<file path="src/design/aoif_pkg.sv">
// package for the adc offset iir filter core: widths, reset values, register codes
// no dependencies; used by aoif_filter_step and adc_offset_iir_filter_core
package aoif_pkg;

	localparam int Q_FRAC_DEF      = 6;
	localparam int SAMPLE_BITS_DEF = 10;

	localparam int DATA_W   = 16;  // filter state and zero offset width
	localparam int ALPHA_W  = 7;   // weight register width
	localparam int OFFSET_W = 16;  // fixed channel c offset width
	localparam int APB_DW   = 32;
	localparam int APB_AW   = 4;

	localparam logic [ALPHA_W-1:0] MEAS_ALPHA_RST = 7'd8;
	localparam logic [ALPHA_W-1:0] ZERO_ALPHA_RST = 7'd1;
	localparam int                 ZERO_INT_RST   = 524;  // zero offset, integer part

	typedef enum logic [1:0] {
		REG_MEAS_ALPHA = 2'd0,
		REG_ZERO_ALPHA = 2'd1,
		REG_OFFSET_C   = 2'd2
	} reg_idx_t;

endpackage

</file>
<file path="src/design/aoif_filter_step.sv">
// one step of a first-order exponential filter in fixed point, wraps to DATA_W bits
// depends on aoif_pkg
module aoif_filter_step #(
	parameter int Q_FRAC   = aoif_pkg::Q_FRAC_DEF,
	parameter int X_W      = 11,
	parameter bit SIGNED_Y = 1'b1
) (
	input  logic [aoif_pkg::DATA_W-1:0] y,
	input  logic signed [X_W-1:0]       x,
	input  logic [Q_FRAC:0]             alpha,  // already clamped to one
	output logic [aoif_pkg::DATA_W-1:0] y_next
);

	localparam int DW  = aoif_pkg::DATA_W;
	localparam int AW  = Q_FRAC + 1;
	localparam int PW  = DW + 1 + AW + 1;
	localparam int XPW = X_W + AW + 1;
	localparam int SW  = ((PW > XPW) ? PW : XPW) + 1;
	localparam logic [AW-1:0] ONE = {1'b1, {Q_FRAC{1'b0}}};

	logic [AW-1:0]        keep;
	logic signed [DW:0]   y_ext;
	logic signed [PW-1:0] prod_old;
	logic signed [XPW-1:0] prod_new;
	logic signed [SW-1:0] sum;

	assign keep  = ONE - alpha;
	assign y_ext = SIGNED_Y ? $signed({y[DW-1], y}) : $signed({1'b0, y});

	assign prod_old = y_ext * $signed({1'b0, keep});
	assign prod_new = x * $signed({1'b0, alpha});

	// arithmetic shift gives floor for negative old values
	assign sum    = SW'(prod_old >>> Q_FRAC) + SW'(prod_new);
	assign y_next = sum[DW-1:0];

endmodule

</file>
<file path="src/design/adc_offset_iir_filter_core.sv">
// adc offset iir filter core: offset removal, measurement filters, zero tracking
// beats pass stage one (_s1), then the queue; one beat per cycle while s_tready is high
// the filter state update sits between the input register (_s1) and a 3-entry result queue
// s_tready drops once stage one and the queue together hold three beats
// reset: arst_n clears control and filter state, zero offsets go to 524 in Q format
// depends on aoif_pkg and aoif_filter_step
module adc_offset_iir_filter_core #(
	parameter int Q_FRAC      = aoif_pkg::Q_FRAC_DEF,
	parameter int SAMPLE_BITS = aoif_pkg::SAMPLE_BITS_DEF,
	parameter int IN_W        = ((4 * SAMPLE_BITS + 7) / 8) * 8,
	parameter int OUT_W       = ((5 * aoif_pkg::DATA_W + SAMPLE_BITS + 7) / 8) * 8
) (
	input  logic                          clk,
	input  logic                          arst_n,
	// input stream
	input  logic                          s_tvalid,
	output logic                          s_tready,
	input  logic [IN_W-1:0]               s_tdata,   // sample_a, sample_b, sample_c, sample_ext
	input  logic [0:0]                    s_tuser,   // mode
	// result stream
	output logic                          m_tvalid,
	input  logic                          m_tready,
	output logic [OUT_W-1:0]              m_tdata,   // meas_a, meas_b, meas_c, ext_value,
	                                                 // zero_a, zero_b
	// register port
	input  logic                          psel,
	input  logic                          penable,
	input  logic                          pwrite,
	input  logic [aoif_pkg::APB_AW-1:0]   paddr,
	input  logic [aoif_pkg::APB_DW-1:0]   pwdata,
	output logic [aoif_pkg::APB_DW-1:0]   prdata,
	output logic                          pready
);

	localparam int DW    = aoif_pkg::DATA_W;
	localparam int SB    = SAMPLE_BITS;
	localparam int AW    = Q_FRAC + 1;
	localparam int ZI_W  = DW - Q_FRAC;                      // integer part of a zero offset
	localparam int X_W   = ((SB > ZI_W) ? SB : ZI_W) + 1;   // corrected sample, signed
	localparam int RES_W = 5 * DW + SB;
	localparam logic [31:0] ZERO_RST_W = 32'(aoif_pkg::ZERO_INT_RST) << Q_FRAC;
	localparam logic [DW-1:0] ZERO_RST = ZERO_RST_W[DW-1:0];
	localparam logic [DW:0]   ONE_Q    = (DW+1)'(1) << Q_FRAC;

	// ---------------- configuration registers ----------------
	logic [aoif_pkg::ALPHA_W-1:0]  meas_alpha_q;
	logic [aoif_pkg::ALPHA_W-1:0]  zero_alpha_q;
	logic [aoif_pkg::OFFSET_W-1:0] offset_c_q;
	logic                          cfg_wr;
	aoif_pkg::reg_idx_t            cfg_idx;

	assign pready  = 1'b1;
	assign cfg_wr  = psel & penable & pwrite & pready;
	// word address; low byte bits are ignored
	assign cfg_idx = aoif_pkg::reg_idx_t'(paddr[3:2]);

	always_ff @(posedge clk or negedge arst_n) begin
		if (!arst_n) begin
			meas_alpha_q <= aoif_pkg::MEAS_ALPHA_RST;
			zero_alpha_q <= aoif_pkg::ZERO_ALPHA_RST;
			offset_c_q   <= '0;
		end else if (cfg_wr) begin
			case (cfg_idx)
				aoif_pkg::REG_MEAS_ALPHA: meas_alpha_q <= pwdata[aoif_pkg::ALPHA_W-1:0];
				aoif_pkg::REG_ZERO_ALPHA: zero_alpha_q <= pwdata[aoif_pkg::ALPHA_W-1:0];
				aoif_pkg::REG_OFFSET_C:   offset_c_q   <= pwdata[aoif_pkg::OFFSET_W-1:0];
				default: ;  // unmapped register, write dropped
			endcase
		end
	end

	always_comb begin
		case (cfg_idx)
			aoif_pkg::REG_MEAS_ALPHA: prdata = 32'(meas_alpha_q);
			aoif_pkg::REG_ZERO_ALPHA: prdata = 32'(zero_alpha_q);
			aoif_pkg::REG_OFFSET_C:   prdata = 32'(offset_c_q);
			default:                  prdata = '0;
		endcase
	end

	// weights above one are clamped to one
	logic [AW-1:0] meas_alpha_c;
	logic [AW-1:0] zero_alpha_c;

	assign meas_alpha_c = ((DW+1)'(meas_alpha_q) > ONE_Q) ? ONE_Q[AW-1:0] : AW'(meas_alpha_q);
	assign zero_alpha_c = ((DW+1)'(zero_alpha_q) > ONE_Q) ? ONE_Q[AW-1:0] : AW'(zero_alpha_q);

	// ---------------- input register ----------------
	logic          s_accept;
	logic          valid_s1;
	logic          mode_s1;
	logic [SB-1:0] samp_a_s1;
	logic [SB-1:0] samp_b_s1;
	logic [SB-1:0] samp_c_s1;
	logic [SB-1:0] samp_ext_s1;
	logic [1:0]    q_cnt_q;
	logic [2:0]    occupancy;

	// queue slots plus the beat held in stage one never exceed three
	assign occupancy = 3'(q_cnt_q) + 3'(valid_s1);
	assign s_tready  = (occupancy <= 3'd2);
	assign s_accept  = s_tvalid & s_tready;

	always_ff @(posedge clk or negedge arst_n) begin
		if (!arst_n) begin
			valid_s1 <= 1'b0;
		end else begin
			valid_s1 <= s_accept;
		end
	end

	always_ff @(posedge clk) begin
		if (s_accept) begin
			mode_s1     <= s_tuser[0];
			samp_a_s1   <= s_tdata[SB-1:0];
			samp_b_s1   <= s_tdata[2*SB-1:SB];
			samp_c_s1   <= s_tdata[3*SB-1:2*SB];
			samp_ext_s1 <= s_tdata[4*SB-1:3*SB];
		end
	end

	// ---------------- filter state and update ----------------
	logic [DW-1:0] filt_q [3];
	logic [DW-1:0] zero_q [2];
	logic [SB-1:0] last_raw_q [2];
	logic [SB-1:0] ext_q;

	logic [DW-1:0] zero_sel [3];
	logic [SB-1:0] samp_sel [3];
	logic signed [X_W-1:0] x_corr [3];
	logic [DW-1:0] filt_next [3];
	logic [DW-1:0] zero_next [2];

	assign zero_sel[0] = zero_q[0];
	assign zero_sel[1] = zero_q[1];
	assign zero_sel[2] = offset_c_q;
	assign samp_sel[0] = samp_a_s1;
	assign samp_sel[1] = samp_b_s1;
	assign samp_sel[2] = samp_c_s1;

	for (genvar i = 0; i < 3; i++) begin : g_meas
		// remove the integer part of the zero offset
		assign x_corr[i] = $signed({1'b0, (X_W-1)'(samp_sel[i])})
			- $signed({1'b0, (X_W-1)'(zero_sel[i] >> Q_FRAC)});

		aoif_filter_step #(
			.Q_FRAC   (Q_FRAC),
			.X_W      (X_W),
			.SIGNED_Y (1'b1)
		) u_meas (
			.y      (filt_q[i]),
			.x      (x_corr[i]),
			.alpha  (meas_alpha_c),
			.y_next (filt_next[i])
		);
	end

	for (genvar j = 0; j < 2; j++) begin : g_zero
		// zero tracking runs on the last raw sample, unsigned state
		aoif_filter_step #(
			.Q_FRAC   (Q_FRAC),
			.X_W      (X_W),
			.SIGNED_Y (1'b0)
		) u_zero (
			.y      (zero_q[j]),
			.x      ($signed({1'b0, (X_W-1)'(last_raw_q[j])})),
			.alpha  (zero_alpha_c),
			.y_next (zero_next[j])
		);
	end

	logic frame_upd;
	logic zero_upd;

	assign frame_upd = valid_s1 & ~mode_s1;
	assign zero_upd  = valid_s1 & mode_s1;

	always_ff @(posedge clk or negedge arst_n) begin
		if (!arst_n) begin
			filt_q[0]     <= '0;
			filt_q[1]     <= '0;
			filt_q[2]     <= '0;
			zero_q[0]     <= ZERO_RST;
			zero_q[1]     <= ZERO_RST;
			last_raw_q[0] <= '0;
			last_raw_q[1] <= '0;
			ext_q         <= '0;
		end else if (frame_upd) begin
			filt_q[0]     <= filt_next[0];
			filt_q[1]     <= filt_next[1];
			filt_q[2]     <= filt_next[2];
			last_raw_q[0] <= samp_a_s1;
			last_raw_q[1] <= samp_b_s1;
			ext_q         <= samp_ext_s1;
		end else if (zero_upd) begin
			zero_q[0]     <= zero_next[0];
			zero_q[1]     <= zero_next[1];
		end
	end

	// result beat reflects the state after this update
	logic [RES_W-1:0] result;

	always_comb begin
		if (frame_upd) begin
			result = {zero_q[1], zero_q[0], samp_ext_s1,
				filt_next[2], filt_next[1], filt_next[0]};
		end else begin
			result = {zero_next[1], zero_next[0], ext_q, filt_q[2], filt_q[1], filt_q[0]};
		end
	end

	// ---------------- result queue ----------------
	logic [RES_W-1:0] q_mem [3];
	logic [1:0]       wr_ptr_q;
	logic [1:0]       rd_ptr_q;
	logic             q_push;
	logic             q_pop;

	assign q_push   = valid_s1;
	assign m_tvalid = (q_cnt_q != 2'd0);
	assign q_pop    = m_tvalid & m_tready;
	assign m_tdata  = OUT_W'(q_mem[rd_ptr_q]);

	always_ff @(posedge clk or negedge arst_n) begin
		if (!arst_n) begin
			wr_ptr_q <= '0;
			rd_ptr_q <= '0;
			q_cnt_q  <= '0;
		end else begin
			if (q_push) begin
				wr_ptr_q <= (wr_ptr_q == 2'd2) ? 2'd0 : wr_ptr_q + 2'd1;
			end
			if (q_pop) begin
				rd_ptr_q <= (rd_ptr_q == 2'd2) ? 2'd0 : rd_ptr_q + 2'd1;
			end
			case ({q_push, q_pop})
				2'b10:   q_cnt_q <= q_cnt_q + 2'd1;
				2'b01:   q_cnt_q <= q_cnt_q - 2'd1;
				default: ;  // both or neither, count holds
			endcase
		end
	end

	always_ff @(posedge clk) begin
		if (q_push) begin
			q_mem[wr_ptr_q] <= result;
		end
	end

	// ---------------- assertions ----------------
	// queue plus stage one never hold more than three beats
	a_no_overflow: assert property (@(posedge clk) disable iff (!arst_n)
		occupancy <= 3'd3)
		else $error("result queue overflow");

	// an accepted beat always produces a queue push in the next cycle
	a_accept_push: assert property (@(posedge clk) disable iff (!arst_n)
		s_accept |=> q_push)
		else $error("accepted beat not pushed");

	// a zero tracking beat leaves the measurement filters alone
	a_zero_keeps_meas: assert property (@(posedge clk) disable iff (!arst_n)
		zero_upd |=> ($stable(filt_q[0]) && $stable(filt_q[1]) && $stable(filt_q[2])))
		else $error("zero tracking changed measurement state");

endmodule

</file>
<file path="config.mk">
export PLATFORM = sky130hd
export DESIGN_NAME = adc_offset_iir_filter_core
export DESIGN_NICKNAME = d
export VERILOG_FILES = /design/src/design/aoif_pkg.sv /design/src/design/aoif_filter_step.sv /design/src/design/adc_offset_iir_filter_core.sv
export SDC_FILE = /design/constraint.sdc
export NUM_CORES = 2
export LEC_CHECK = 0
export ABC_AREA = 1
export BUFFER_PORTS_ARGS = -buffer_cell sky130_fd_sc_hd__buf_4
export CORE_MARGIN = 2
export CORE_UTILIZATION = 45
export DETAILED_ROUTE_END_ITERATION = 8
export HOLD_SLACK_MARGIN = 0.06
export MAX_ROUTING_LAYER = met4
export PLACE_DENSITY_LB_ADDON = 0.3
export SYNTH_ARGS = -nofsm -noshare
export SYNTH_HDL_FRONTEND = slang
export SYNTH_SLANG_ARGS = --single-unit
</file>
<file path="constraint.sdc">
create_clock -name clk -period 9.8 [get_ports clk]
set_input_delay 1.96 -clock clk [delete_from_list [all_inputs] [get_ports clk]]
set_output_delay 1.96 -clock clk [all_outputs]
set_load 0.01 [all_outputs]
</file>
# [After elaboration in Yosys (flattened, before gate mapping)]
# Memories as Yosys holds them, arrays and structs flattened.
# Cells that the tools add are included.
[word_totals] out_inout_bits=131 ff_bits=188 mem_bits_rw=270 wordCells=79 in_bits=84 n_memories=1
[op_classes] bitwise=8 add_sub_neg=15 n_eq_ne=6 multipliers=10 n_reduce_logical=7 mux=9 n_lt_le_gt_ge=3
[mem_list] memory="q_mem" depth=3 width=90 rd=1 rd_ports_with_merged_regs=0 write_ports=1 line="adc_offset_iir_filter_core.sv:214" source="logic [RES_W-1:0] q_mem [3];"
[op_table] cell="$mux W90" count=1
[op_table] cell="$add A16 B16 Y16" count=5
[op_table] cell="$mul A16 B8 Y22" count=3
[op_table] cell="$mul A11 B8 Y16" count=3
[op_table] cell="$pmux W16 S3" count=1
[op_table] cell="$mul A16 B7 Y22" count=2
[op_table] cell="$sub A10 B10 Y11" count=3
[op_table] cell="$mul A10 B7 Y16" count=2
[op_table] cell="$gt A7 B7 Y1 const B" count=2
[op_table] cell="$mux W7" count=2
[op_table] cell="$sub A7 B7 Y7 const A" count=2
[op_table] cell="$eq A2 B2 Y1 const B" count=4
[op_table] cell="$reduce_and A2 Y1" count=4
[op_table] cell="$add A2 B1 Y2 const B" count=3
[op_table] cell="$and A1 B1 Y1" count=6
[op_table] cell="$eq A2 B1 Y1 const B" count=2
[op_table] cell="$mux W2" count=2
[op_table] cell="$pmux W2 S2" count=1
[op_table] cell="$reduce_bool A2 Y1" count=2
[op_table] cell="$add A2 B1 Y3" count=1
[op_table] cell="$le A3 B2 Y1 const B" count=1
[op_table] cell="$logic_not A2 Y1" count=1
[op_table] cell="$mux W1" count=2
[op_table] cell="$not A1 Y1" count=2
[op_table] cell="$sub A2 B1 Y2 const B" count=1

# [Longest topological paths before layout]
[logic_depth] word_depth=6 ltp_mapped=53 mapped_depth_nobuf=52

# [Modules after synthesis]
# From an unflattened synthesis, not the netlist that was laid out.
[hier_totals] cells_unflattened=6451 hier_area_um2=54264.5
[by_module_without_submodules] module="adc_offset_iir_filter_core" instances=1 cells_each=1595 area_per_inst_um2=19449.9 seq_area_each_um2=13027.5
[by_module_without_submodules] module="aoif_filter_step (g_meas[1].u_meas ...)" instances=2 cells_each=977 area_per_inst_um2=7058.0 seq_area_each_um2=0.0
[by_module_without_submodules] module="aoif_filter_step (g_meas[0].u_meas)" instances=1 cells_each=991 area_per_inst_um2=7135.6 seq_area_each_um2=0.0
[by_module_without_submodules] module="aoif_filter_step (g_zero[1].u_zero)" instances=1 cells_each=955 area_per_inst_um2=6791.5 seq_area_each_um2=0.0
[by_module_without_submodules] module="aoif_filter_step (g_zero[0].u_zero)" instances=1 cells_each=956 area_per_inst_um2=6771.5 seq_area_each_um2=0.0

# [Worst setup path before layout]
# No wires, ideal clock.
[synth_timing] path_kind="register -> register" start="register meas_alpha_q[6] in the netlist's numbering" end="memory q_mem[0][46] in the netlist's numbering (data pin)" stages_incl_launch_ff=44 synth_period_minus_slack_ns=9.443 t_arrival_ns=9.242 t_required_ns=9.598 slack_ns=0.357 path_buffers=3 setup_ns=0.202 cell_sequence="dfrtp_1 -> buf_2 -> nor2_1 -> clkinv_1 -> ha_1 -> or2_2 -> nand2_1 -> buf_2 -> buf_2 -> nor2_1 -> fa_1 -> fa_1 -> fa_1 -> inv_1 -> fa_1 -> inv_1 -> ha_1 -> nand2_1 -> [8 not listed] -> fa_1 -> inv_1 -> fa_1 -> inv_1 -> fa_1 -> inv_1 -> ha_1 -> inv_1 -> nor3_1 -> nand2_1 -> o211ai_1 -> a21oi_1 -> o21bai_1 -> a21oi_1 -> nor2_1 -> nor2_1 -> xor2_1 -> o21ai_0"
[synth_between] elab_chain_len=6 word_cells_on_any_way=7 cone_classes="add/sub (2); mul (2); order compare (1); mux (2)"
[synth_rtl] element="start: declaration" line="adc_offset_iir_filter_core.sv:46" source="logic [aoif_pkg::ALPHA_W-1:0] meas_alpha_q;"
[synth_rtl] element="start signal: assignment" line="adc_offset_iir_filter_core.sv:59" source="meas_alpha_q <= aoif_pkg::MEAS_ALPHA_RST;"
[synth_rtl] element="start signal: assignment" line="adc_offset_iir_filter_core.sv:64" source="aoif_pkg::REG_MEAS_ALPHA: meas_alpha_q <= pwdata[aoif_pkg::ALPHA_W-1:0];"
[synth_rtl] element="$gt A7 B7 Y1" line="adc_offset_iir_filter_core.sv:85" source="assign meas_alpha_c = ((DW+1)'(meas_alpha_q) > ONE_Q) ? ONE_Q[AW-1:0] : AW'(meas_alpha_q);"
[synth_rtl] element="$mux W7 (*)" line="adc_offset_iir_filter_core.sv:85"
[synth_rtl] element="$sub A7 B7 Y7" line="aoif_filter_step.sv:27" source="assign keep = ONE - alpha;"
[synth_rtl] element="$mul A16 B8 Y22" line="aoif_filter_step.sv:30" source="assign prod_old = y_ext * $signed({1'b0, keep});"
[synth_rtl] element="$add A16 B16 Y16 (*)" line="aoif_filter_step.sv:34" source="assign sum = SW'(prod_old >>> Q_FRAC) + SW'(prod_new);"
[synth_rtl] element="$mux W90 (*)" line="adc_offset_iir_filter_core.sv:205" source="if (frame_upd) begin"
[synth_rtl] element="via result[46]" line="adc_offset_iir_filter_core.sv:202" source="logic [RES_W-1:0] result;"
[synth_rtl] element="end: declaration" line="adc_offset_iir_filter_core.sv:214"
# The timed path passes the listed nets; every way through them passes the cells marked *.

# [Worst setup path after layout]
[layout_timing] start="register meas_alpha_q[3] in the netlist's numbering" end="memory q_mem[2][30] in the netlist's numbering (data pin)"
# Same word-level chain as after synthesis.

==> impl_metrics.toml <==
[die]
die_area_um2 = 114000
fp.dieH_um = 338
die_w_um = 338
start_util_pct = 45.3
core_area_um2 = 111000
io_pins = 215
row_count = 122

[min_path]
hold_class = "flip-flop to flip-flop"
min_to = "offset_c_q[1]$_DFFE_PN0P_"
hold_start = "offset_c_q[1]$_DFFE_PN0P_"
worstHoldPathCells = 2

[sta]
tns_ps = 0
min_period_ps = 9490
fin_skew_ps = 47.4
max_freq_mhz = 105
maxSlewViolCount = 0
slew_headroom_pct = 23.3
hold_viol = 0
final.period_utilization_pct = 96.9
tightestPinTransition_ps = 1140
setup_ws_ps = 308
setup_violations = 0

[setup_path]
crit_type = "flip-flop to flip-flop"
max_stage_delay_ps = 580
rr_worst_depth = 43
cp_common_cell = "fa_1"
critPathLaunchType = "flip-flop"
timing.rr.start = "meas_alpha_q[3]$_DFFE_PN1P_"
crit_slowest_cell = "fa_1"
worstSetupEndpointType = "flip-flop"
crit_path_max_fanout = 23
worstPathArrival_ps = 9860
worst-endpoint-required_ps = 10160
r2r-end = "q_mem[2][30]$_DFFE_PP_"
critPathLaunch = "meas_alpha_q[3]$_DFFE_PN1P_"
reg2reg_slack_ps = 310

[synthesis]
synth-adder-area-share_pct = 37.2
synth.area.top_cells = "fa_1 (27%), edfxtp_1 (19%), ha_1 (10%)"
synth_edf_count = 311
synth_area_um2 = 50200
synthDistinctLibCells = 57
ys_warn_count = 0
synth_common_cells = "inv_1 (1331), nand2_1 (974), nor2_1 (687)"
yosysTopAreaCell = "fa_1"
synthFlopType = "edfxtp_1"
ys_ff_latch = 458
seq_area_frac_synth_pct = 26.0
synthMuxAreaShare_pct = 0
synth_xor_area_share_pct = 2.94
syn_avg_cell_area_um2 = 8.71
yosysMostFrequentCell = "inv_1"
async_flop_share_pct = 32.1
synth_compound_area_share_pct = 6.85
netlist_instances = 5761
synth_top_family_by_area = "adder cells"
synth_top_area_share_pct = 27.2
synth_simple_gate_area_share_pct = 15.4

[detailed_routing]
dr_total_vias = 38000
drt_wl_total_um = 133000
wl_per_cell_um = 17.7
drt_first_pass_iters = 8
viasPerCell = 5.04
drc = 0
drt-initial-drc-count = 2748
antenna_left = 0

[clocking]
cts_tree = "yes"
cts_sinks = 458
clkTransAtPathRegs_ps = 60
clk_latency_ps = 660
h-tree-depth = 2
cts_buffers = 52
root_buffer = "clkbuf_16"
cts.path.max_buffers = 3

[status]
outcome = "complete, no violations"

[global_routing]
gr-total-overflow = 0
antenna_found_initial = 3
grt_max_degree = 68
grt_pass1_wl_um = 213000
grt_pass1_vias = 38300
track_usage_pct = 24.7

[placement]
numPortBuffers = 173
routabilityCongestion = 0.931
dp_cells = 7418
dp_slack_ps = 0.696
dp_hpwl_um = 106000

[flow_run]
max_cap_violations = 0

[cells_and_area]
fin_nets = 7170
final_cells = 7537
drive_gt1_share_pct = 10.3
area_delta_synth_final_pct = 12.9
==> repair_timing <==
| action | 4_1_cts | 5_1_grt |
|---|---|---|
| pin swaps | 1 | 64 |
| buffers inserted | 0 | 20 |
| hold buffers | 0 | 0 |
| gates resized for setup | 5 | 149 |
| cloned | 0 | 0 |
| setup endpoints to repair | 18 | 135 |
==> flip-flops by register name, indices dropped and copies added (netlist names), 2 cells and up <==
register	cells
ext_q	10
filt_q	48
last_raw_q	20
meas_alpha_q	7
offset_c_q	16
q_cnt_q	2
q_mem	270
rd_ptr_q	2
samp_a_s1	10
samp_b_s1	10
samp_c_s1	10
samp_ext_s1	10
wr_ptr_q	2
zero_alpha_q	7
zero_q	32
==> worst max-delay path: cells and delay by family, from the launching register on <==
kind,cells,cell delay [ps]
AOI/OAI and AO/OA,8,1160
xor gates and xnor gates,1,190
adders and majority gates,11,4780
buffers and inverters,9,830
DFF,1,530
and+or+nand+nor,14,1660
==> per-stage QoR <==
stage	utilization, %	hold slack, ps	area [um2]
after floorplan	-	453	50300
after CTS	50.5	491	55900
final	51.2	494	56700
after global placement	48.8	467	54100
after global routing	51.2	520	56700
after detailed placement	48.8	475	54100
==> worst max path at each step <==
stage | end
after floorplan | q_mem[0][46]$_DFFE_PP_
after global placement | q_mem[1][46]$_DFFE_PP_
after detailed placement | q_mem[0][29]$_DFFE_PP_
after CTS | q_mem[2][30]$_DFFE_PP_
after global routing | q_mem[2][30]$_DFFE_PP_
final | q_mem[2][30]$_DFFE_PP_
==> area by class of cell <==
cell class | count | area (um2)
antenna | 1 | 2.50
clock buffer | 70 | 1460
clock inverter | 28 | 364
tap | 1488 | 1860
fill | 10200 | 54000
multi-input combinational | 3787 | 32000
inverter | 1351 | 5090
sequential | 458 | 13000
timing repair buffer | 354 | 2840
==> cells in the final DEF (no fill, tap or decap), types with 19 or more instances in the layout <==
master     instances
nand2_1          959
nor2_1           678
edfxtp_1         311
inv_1           1322
o211ai_1         101
nor3_1            20
clkbuf_16         52
ha_1             387
a21oi_1          160
xor2_1            87
dfrtp_1          136
xnor2_1           58
nand3_1          176
or2_2             19
a21oi_2           20
o21ai_0          183
buf_4            334
o21ai_1           24
conb_1            23
fa_1             679
==> kinds of logic (layout without fill, tap and decap cells) <==
group,count (synthesis),after routing
buffers and inverters,1537,1803
AO/OA/AOI/OAI,584,584
flip-flops,458,458
XOR/XNOR,167,167
AND/OR/NAND/NOR,1931,1931
other,2,24
adder cells (fa/ha/maj),1082,1082
==> routing by layer <==
metal / wire length (um) / vias to the layer above / track usage [%] / part of all wire (%)
met2: 61300 / 1066 / 38.6 / 46
met5: 0 / - / - / 0
li1: - / 18000 / - / -
met1: 59700 / 18700 / 34.0 / 45
met4: 3600 / 0 / 5.84 / 2.7
met3: 8620 / 178 / 3.87 / 6.5
Power is not shown: default switching activity piles up to over one toggle a cycle in this logic, so the estimate is an artifact.
